[config.mk]
export PLATFORM = sky130hd
export DESIGN_NAME = c2s_sqrt
export DESIGN_NICKNAME = d
export VERILOG_FILES = /design/src/rtl/c2s_pkg.sv /design/src/rtl/c2s_sqrt.sv
export SDC_FILE = /design/constraint.sdc
export NUM_CORES = 2
export LEC_CHECK = 0
export BUFFER_PORTS_ARGS = -buffer_cell sky130_fd_sc_hd__buf_4
export CAP_MARGIN = 20
export CORE_MARGIN = 2
export CORE_UTILIZATION = 60
export CTS_CLUSTER_SIZE = 10
export DETAILED_ROUTE_END_ITERATION = 7
export HOLD_SLACK_MARGIN = 0.06
export PLACE_DENSITY = 0.76
export SLEW_MARGIN = 0
export SYNTH_ARGS = -nofsm -noshare
export SYNTH_HDL_FRONTEND = slang
export SYNTH_SLANG_ARGS = --single-unit
export TNS_END_PERCENT = 50
[constraint.sdc]
create_clock -name clk -period 3.6 [get_ports clk]
set_input_delay 0.72 -clock clk [delete_from_list [all_inputs] [get_ports clk]]
set_output_delay 0.72 -clock clk [all_outputs]
set_load 0.1 [all_outputs]
[src/rtl/c2s_pkg.sv]
// ----------------------------------------------------------------------------
// c2s_pkg
// widths, latencies, payload types and the arctangent table of the
// cartesian to spherical conversion pipeline
// ----------------------------------------------------------------------------
`timescale 1ns / 1ps
`default_nettype none

package c2s_pkg;

  localparam int COORD_BITS    = 24;
  localparam int CORDIC_STAGES = 24;
  localparam int RUN_STAGES    = (CORDIC_STAGES < 32) ? CORDIC_STAGES : 32;
  localparam int ANGLE_BITS    = 24;
  localparam int GUARD_BITS    = 8;

  // sum of three squares of magnitudes up to 2^(COORD_BITS-1) stays below 2^SUM_BITS
  localparam int SUM_BITS      = 2 * COORD_BITS;
  // rotation operands: a coordinate or an unsigned hypot, one extra bit
  localparam int ARG_BITS      = COORD_BITS + 1;
  // guard shift plus cordic gain plus headroom
  localparam int CW_BITS       = COORD_BITS + 11;
  // angle accumulator, 2^31 = pi
  localparam int ACC_BITS      = 34;
  localparam int ANG_FULL_BITS = ACC_BITS - GUARD_BITS;

  localparam int FRONT_LAT     = 5;
  localparam int SQRT_LAT      = COORD_BITS + 1;
  localparam int CORDIC_LAT    = RUN_STAGES + 2;
  localparam int TOTAL_LAT     = FRONT_LAT + SQRT_LAT + CORDIC_LAT + 1;

  localparam logic signed [ACC_BITS-1:0] QUARTER_TURN = ACC_BITS'(64'sd1073741824);
  localparam logic signed [ACC_BITS-1:0] ROUND_HALF   = ACC_BITS'(1 << (GUARD_BITS - 1));
  localparam logic signed [ANGLE_BITS-1:0] LAT_LIMIT  = ANGLE_BITS'(1 << (ANGLE_BITS - 2));
  localparam logic signed [ANGLE_BITS-1:0] LAT_FLOOR  = -LAT_LIMIT;

  typedef struct packed {
    logic signed [COORD_BITS-1:0] x_coord;
    logic signed [COORD_BITS-1:0] y_coord;
    logic signed [COORD_BITS-1:0] z_coord;
  } point_t;

  typedef struct packed {
    logic        [COORD_BITS-1:0] radius;
    logic signed [ANGLE_BITS-1:0] longitude;
    logic signed [ANGLE_BITS-1:0] latitude;
  } result_t;

  // atan(2^-i), 2^31 = pi
  function automatic logic [30:0] atan_entry(input logic [4:0] idx);
    logic [30:0] val;
    case (idx)
      5'd0:    val = 31'd536870912;
      5'd1:    val = 31'd316933406;
      5'd2:    val = 31'd167458907;
      5'd3:    val = 31'd85004756;
      5'd4:    val = 31'd42667331;
      5'd5:    val = 31'd21354465;
      5'd6:    val = 31'd10679838;
      5'd7:    val = 31'd5340245;
      5'd8:    val = 31'd2670163;
      5'd9:    val = 31'd1335087;
      5'd10:   val = 31'd667544;
      5'd11:   val = 31'd333772;
      5'd12:   val = 31'd166886;
      5'd13:   val = 31'd83443;
      5'd14:   val = 31'd41721;
      5'd15:   val = 31'd20860;
      5'd16:   val = 31'd10430;
      5'd17:   val = 31'd5215;
      5'd18:   val = 31'd2607;
      5'd19:   val = 31'd1303;
      5'd20:   val = 31'd651;
      5'd21:   val = 31'd325;
      5'd22:   val = 31'd162;
      5'd23:   val = 31'd81;
      5'd24:   val = 31'd40;
      5'd25:   val = 31'd20;
      5'd26:   val = 31'd10;
      5'd27:   val = 31'd5;
      5'd28:   val = 31'd2;
      5'd29:   val = 31'd1;
      default: val = '0;
    endcase
    return val;
  endfunction

endpackage

`default_nettype wire

[src/rtl/c2s_sqrt.sv]
// ----------------------------------------------------------------------------
// c2s_sqrt
// pipelined square root, one root bit per stage, rounded to nearest
// ----------------------------------------------------------------------------
`timescale 1ns / 1ps
`default_nettype none

module c2s_sqrt (
  input  wire logic                          clk,
  input  wire logic                          rst_n,
  input  wire logic                          in_valid,
  input  wire logic [c2s_pkg::SUM_BITS-1:0]  in_sq,
  output logic                               out_valid,
  output logic      [c2s_pkg::COORD_BITS-1:0] out_root
);
  import c2s_pkg::*;

  localparam int STEPS = COORD_BITS;
  localparam int TW    = SUM_BITS + 1;

  typedef struct packed {
    logic [SUM_BITS-1:0]   rem;
    logic [COORD_BITS-1:0] root;
  } sq_state_t;

  // try to set root bit k: remainder is s - root^2
  function automatic sq_state_t sqrt_step(input sq_state_t cur, input int k);
    sq_state_t res;
    logic [TW-1:0] trial;
    trial = (TW'(cur.root) << (k + 1)) + (TW'(1) << (2 * k));
    res = cur;
    if ({1'b0, cur.rem} >= trial) begin
      res.rem  = cur.rem - trial[SUM_BITS-1:0];
      res.root = cur.root | (COORD_BITS'(1) << k);
    end
    return res;
  endfunction

  sq_state_t             seed;
  sq_state_t             st_r   [STEPS];
  sq_state_t             st_nxt [STEPS];
  logic [STEPS-1:0]      vld_r;
  logic                  out_vld_r;
  logic [COORD_BITS-1:0] root_r;
  logic [COORD_BITS-1:0] root_nxt;
  logic                  round_up;

  always_comb begin
    seed.rem  = in_sq;
    seed.root = '0;
    st_nxt[0] = sqrt_step(seed, STEPS - 1);
    for (int j = 1; j < STEPS; j++) begin
      st_nxt[j] = sqrt_step(st_r[j-1], STEPS - 1 - j);
    end
  end

  // remainder above the floor root means the exact root is past the half point
  assign round_up = st_r[STEPS-1].rem > SUM_BITS'(st_r[STEPS-1].root);
  assign root_nxt = st_r[STEPS-1].root + COORD_BITS'(round_up);

  always_ff @(posedge clk) begin
    for (int j = 0; j < STEPS; j++) begin
      st_r[j] <= st_nxt[j];
    end
    root_r <= root_nxt;
  end

  always_ff @(posedge clk) begin
    if (!rst_n) begin
      vld_r     <= '0;
      out_vld_r <= 1'b0;
    end else begin
      vld_r     <= {vld_r[STEPS-2:0], in_valid};
      out_vld_r <= vld_r[STEPS-1];
    end
  end

  assign out_valid = out_vld_r;
  assign out_root  = root_r;

endmodule

`default_nettype wire

Yosys cells after proc, flatten, opt, wreduce, memory -nomap -nowiden. Memory sizes are Yosys's and may differ from the RTL's. Cells that the tools add are included.

Mux-type cells: 24. Add/subtract/negate cells: 48. Order comparisons: 25.

Operators with widths (number): 72-bit two-way mux (24); 47-bit by 45-bit adder with 48-bit output (second input constant) (1); 48-bit by 26-bit greater-or-equal comparator with 1-bit output (1); 48-bit by 27-bit greater-or-equal comparator with 1-bit output (1); 48-bit by 28-bit greater-or-equal comparator with 1-bit output (1); 48-bit by 29-bit greater-or-equal comparator with 1-bit output (1); 48-bit by 30-bit greater-or-equal comparator with 1-bit output (1); 48-bit by 31-bit greater-or-equal comparator with 1-bit output (1); 48-bit by 32-bit greater-or-equal comparator with 1-bit output (1); 48-bit by 33-bit greater-or-equal comparator with 1-bit output (1); 48-bit by 34-bit greater-or-equal comparator with 1-bit output (1); 48-bit by 35-bit greater-or-equal comparator with 1-bit output (1); 48-bit by 36-bit greater-or-equal comparator with 1-bit output (1); 48-bit by 37-bit greater-or-equal comparator with 1-bit output (1); 48-bit by 38-bit greater-or-equal comparator with 1-bit output (1); 48-bit by 39-bit greater-or-equal comparator with 1-bit output (1); 48-bit by 40-bit greater-or-equal comparator with 1-bit output (1); 48-bit by 41-bit greater-or-equal comparator with 1-bit output (1); 48-bit by 42-bit greater-or-equal comparator with 1-bit output (1); 48-bit by 43-bit greater-or-equal comparator with 1-bit output (1); 48-bit by 44-bit greater-or-equal comparator with 1-bit output (1); 48-bit by 45-bit greater-or-equal comparator with 1-bit output (1); 48-bit by 46-bit greater-or-equal comparator with 1-bit output (1); 48-bit by 47-bit greater-or-equal comparator with 1-bit output (1); other kinds (50) (50).

Output and inout bits: 25. Memories: 1. Logic and storage cells: 101. Register bits: 49. Memory bits (writable): 1728. Input bits: 51.

Memories: st_r (depth 24, bits a word 72, rd ports 24, clocked after memory_dff 0, write ports 24, line c2s_sqrt.sv:40) `sq_state_t st_r [STEPS];`.

Longest topological paths before layout. An unclocked memory read counts as a cell.

Word-level depth: 4. Depth in mapped cells: 18. Depth with buffers taken out: 18.

Worst setup path after synthesis. No wires, ideal clock.

Kind: register -> register. Start point: mem st_r[2][84] (netlist bit). End point: mem st_r[2][207] (netlist bit). Cell stages (with the launch flop): 12. Required time: 3466 ps. Library setup time: 134 ps. Clock period less this slack: 2996 ps. Buffers on the path: 0. Setup slack: 604 ps. Arrival: 2862 ps. Path through: dfxtp_1 > inv_1 > ha_1 > a21o_1 > or3_1 > o31ai_1 > o31ai_1 > or3_1 > a31o_2 > a221o_1 > nor4_1 > xor2_1.

RTL lines (line): start, declared (c2s_sqrt.sv:40).

==> impl_metrics.yaml <==
timing:
  slew_headroom_pct: 27.3
  hold_viol_final: 0
  setup_violations: 0
  worst_slack_ns: 0.206
  worst_pin_slew_ns: 1.07
  fin_tns_setup_ns: 0
  fin_skew_ns: 0.0525
  max_freq_mhz: 295
  hold-worst-slack_ns: 0.194
  finalCritPeriodShare_pct: 94.3
  period_needed_ns: 3.39
  slew_viol_final: 0
synth:
  yosys_warnings: 0
  synth-edff-count: 0
  synth.most_common_cell: "dfxtp_1"
  async_reset_ff_share_pct: 0
  syn_area_sq_um: 56700
  ys_seq_area_share_pct: 53.0
  synthTopCellsByCount: "dfxtp_1 (1501), inv_1 (408), nand2_1 (354)"
  ys_types: 80
  syn_inst: 5635
  synth_top_flop_cell: "dfxtp_1"
  avgSynthCellArea_sq_um: 10.1
  yosysTopAreaCell: "dfxtp_1"
  synth_top_area_share_pct: 53.0
  ys_seq_elements: 1501
  synth_area_leaders: "dfxtp_1 (53%), ha_1 (7.7%), xnor2_1 (4.3%), xor2_1 (4.1%), inv_1 (2.7%)"
  syn_nets: 6036
finish:
  fin_nets: 6333
  area_delta_synth_final_pct: 13.7
  final_core_util_pct: 69.0
  finalInstanceArea_sq_um: 64500
  layout-drive-gt1-share_pct: 8.15
  layout.cells.non_filler: 7215
placed_design:
  dp_hpwl_um: 92100
  placedCellCount: 6965
  place_area_sq_um: 59300
  gp_congestion: 0.913
  dp_slack_ns: 0.0593
  numPortBuffers: 75
global_route:
  grt_pass1_wl_um: 206000
  antenna_found_initial: 0
  grt_overflow_total: 0
  grt_pass1_vias: 40976
  grt_max_degree: 47
  track_usage_pct: 26.0
clock_tree:
  numCtsBuffers: 170
  cts_sinks: 1501
  cts.htree.levels: 4
  cts-root-buf: "clkbuf_16"
  clk_pin_slew_ns: 0.06
  clockBufferDepth: 3
  insertion_delay_ns: 0.79
  cts_tree: "done"
critical_path:
  cp-end-kind: "flip-flop"
  required_ns: 4.26
  start_kind: "flip-flop"
  crit_fanout: 8
  crit_type: "flip-flop to flip-flop"
  cp.arrival_ns: 4.06
floorplanning:
  dieArea_sq_um: 97000
  start_util_pct: 60.7
  die_w_um: 312
  die_h_um: 312
  ios: 76
  coreArea_sq_um: 93500
  rows: 112
detailed_routing:
  dr.pass1.iters: 5
  vias: 40572
  drc: 0
  ant_nets: 0
  drt_iter0_markers: 2430
  vias_per_cell: 5.62
  wl_per_cell_um: 17.7
  totalWireLength_um: 128000
power_and_ir_drop:
  power.leakage_nw: 29.6
  worst_ir_drop_vdd_uv: 576
  powerDensity_nw_per_um2: 817
  p_total_mw: 52.7
flow_run:
  drv_cap: 0
hold_path:
  holdCritPathClass: "input port to flip-flop"
run_status:
  status: "finished clean"
final timing paths:
check | cells after the start | slack [ns] | start | end
max | 12 | 0.21 | st_r[2][84] | st_r[2][207]
min | 2 | 0.19 | in_valid | vld_r[0]
max reg2reg | 12 | 0.21 | st_r[2][84] | st_r[2][207]
min reg2reg | 0 | 0.31 | st_r[1][311] | st_r[1][383]
layer usage:
metal / share of wire (%) / track usage [%] / vias up
li1: - / - / 20173
met2: 53 / 49.4 / 986
met3: 4.0 / 4.21 / 330
met1: 40 / 28.2 / 19083
met5: 0 / 0 / -
met4: 3.6 / 10.9 / 0
registers in the layout, summed over array words and instances, names as in the netlist:
| register | cells |
|---|---|
| out_root | 24 |
| vld_r | 24 |
| st_r | 1452 |
| out_valid | 1 |
power breakdown:
part / total (mW) / internal, mW / switching, mW
clock network: 15.0 / 8.54 / 6.46
registers: 23.7 / 20.6 / 3.10
logic: 14.0 / 6.34 / 7.65
critical path, cell delays in order (launching register included):
cell and delay (ns):
dfxtp_1 0.34, inv_1 0.05, ha_1 0.37, a21o_1 0.23, or3_1 0.33, o31ai_2 0.22
buf_4 0.18, o31ai_1 0.12, or3_1 0.35, a31o_2 0.27, a221o_2 0.45, nor4_2 0.19
xor2_1 0.18
placed cells by master, fill, tap and decap left out, types with 198 or more instances in the layout:
| cell type | count |
|---|---|
| a21oi_1 | 303 |
| dfxtp_1 | 1501 |
| ha_1 | 350 |
| inv_1 | 408 |
| nand2_1 | 354 |
| nor2_1 | 349 |
| nor4_1 | 198 |
| o21ai_0 | 257 |
| xnor2_1 | 280 |
| xor2_1 | 263 |
layout make-up:
type | instances | area (sq um)
Clock inverter | 17 | 359
Inverter | 410 | 1540
Timing Repair Buffer | 219 | 1830
Sequential cell | 1501 | 30000
Multi-Input combinational cell | 3630 | 24800
Clock buffer | 183 | 4340
Fill cell | 6872 | 28900
Antenna cell | 1 | 2.50
Tap cell | 1254 | 1570
timing repair:
item | 4_1_cts | 5_1_grt
resized for setup | 0 | 9
hold buffers | 46 | 0
endpoints found under the hold margin | 46 | 0
endpoints found under the setup margin | 0 | 12
setup buffers | 0 | 0
cells by family after synthesis:
logic type	Yosys count	share of synthesized area, %
AO/OA/AOI/OAI	999	11.0
XOR/XNOR	543	8.38
adder cells (fa/ha/maj)	350	7.72
buffers and inverters	504	3.39
flip-flops	1501	53.0
multiplexers	65	1.26
AND/OR/NAND/NOR	1673	15.3
No activity file was read; power rests on OpenSTA's default activity.
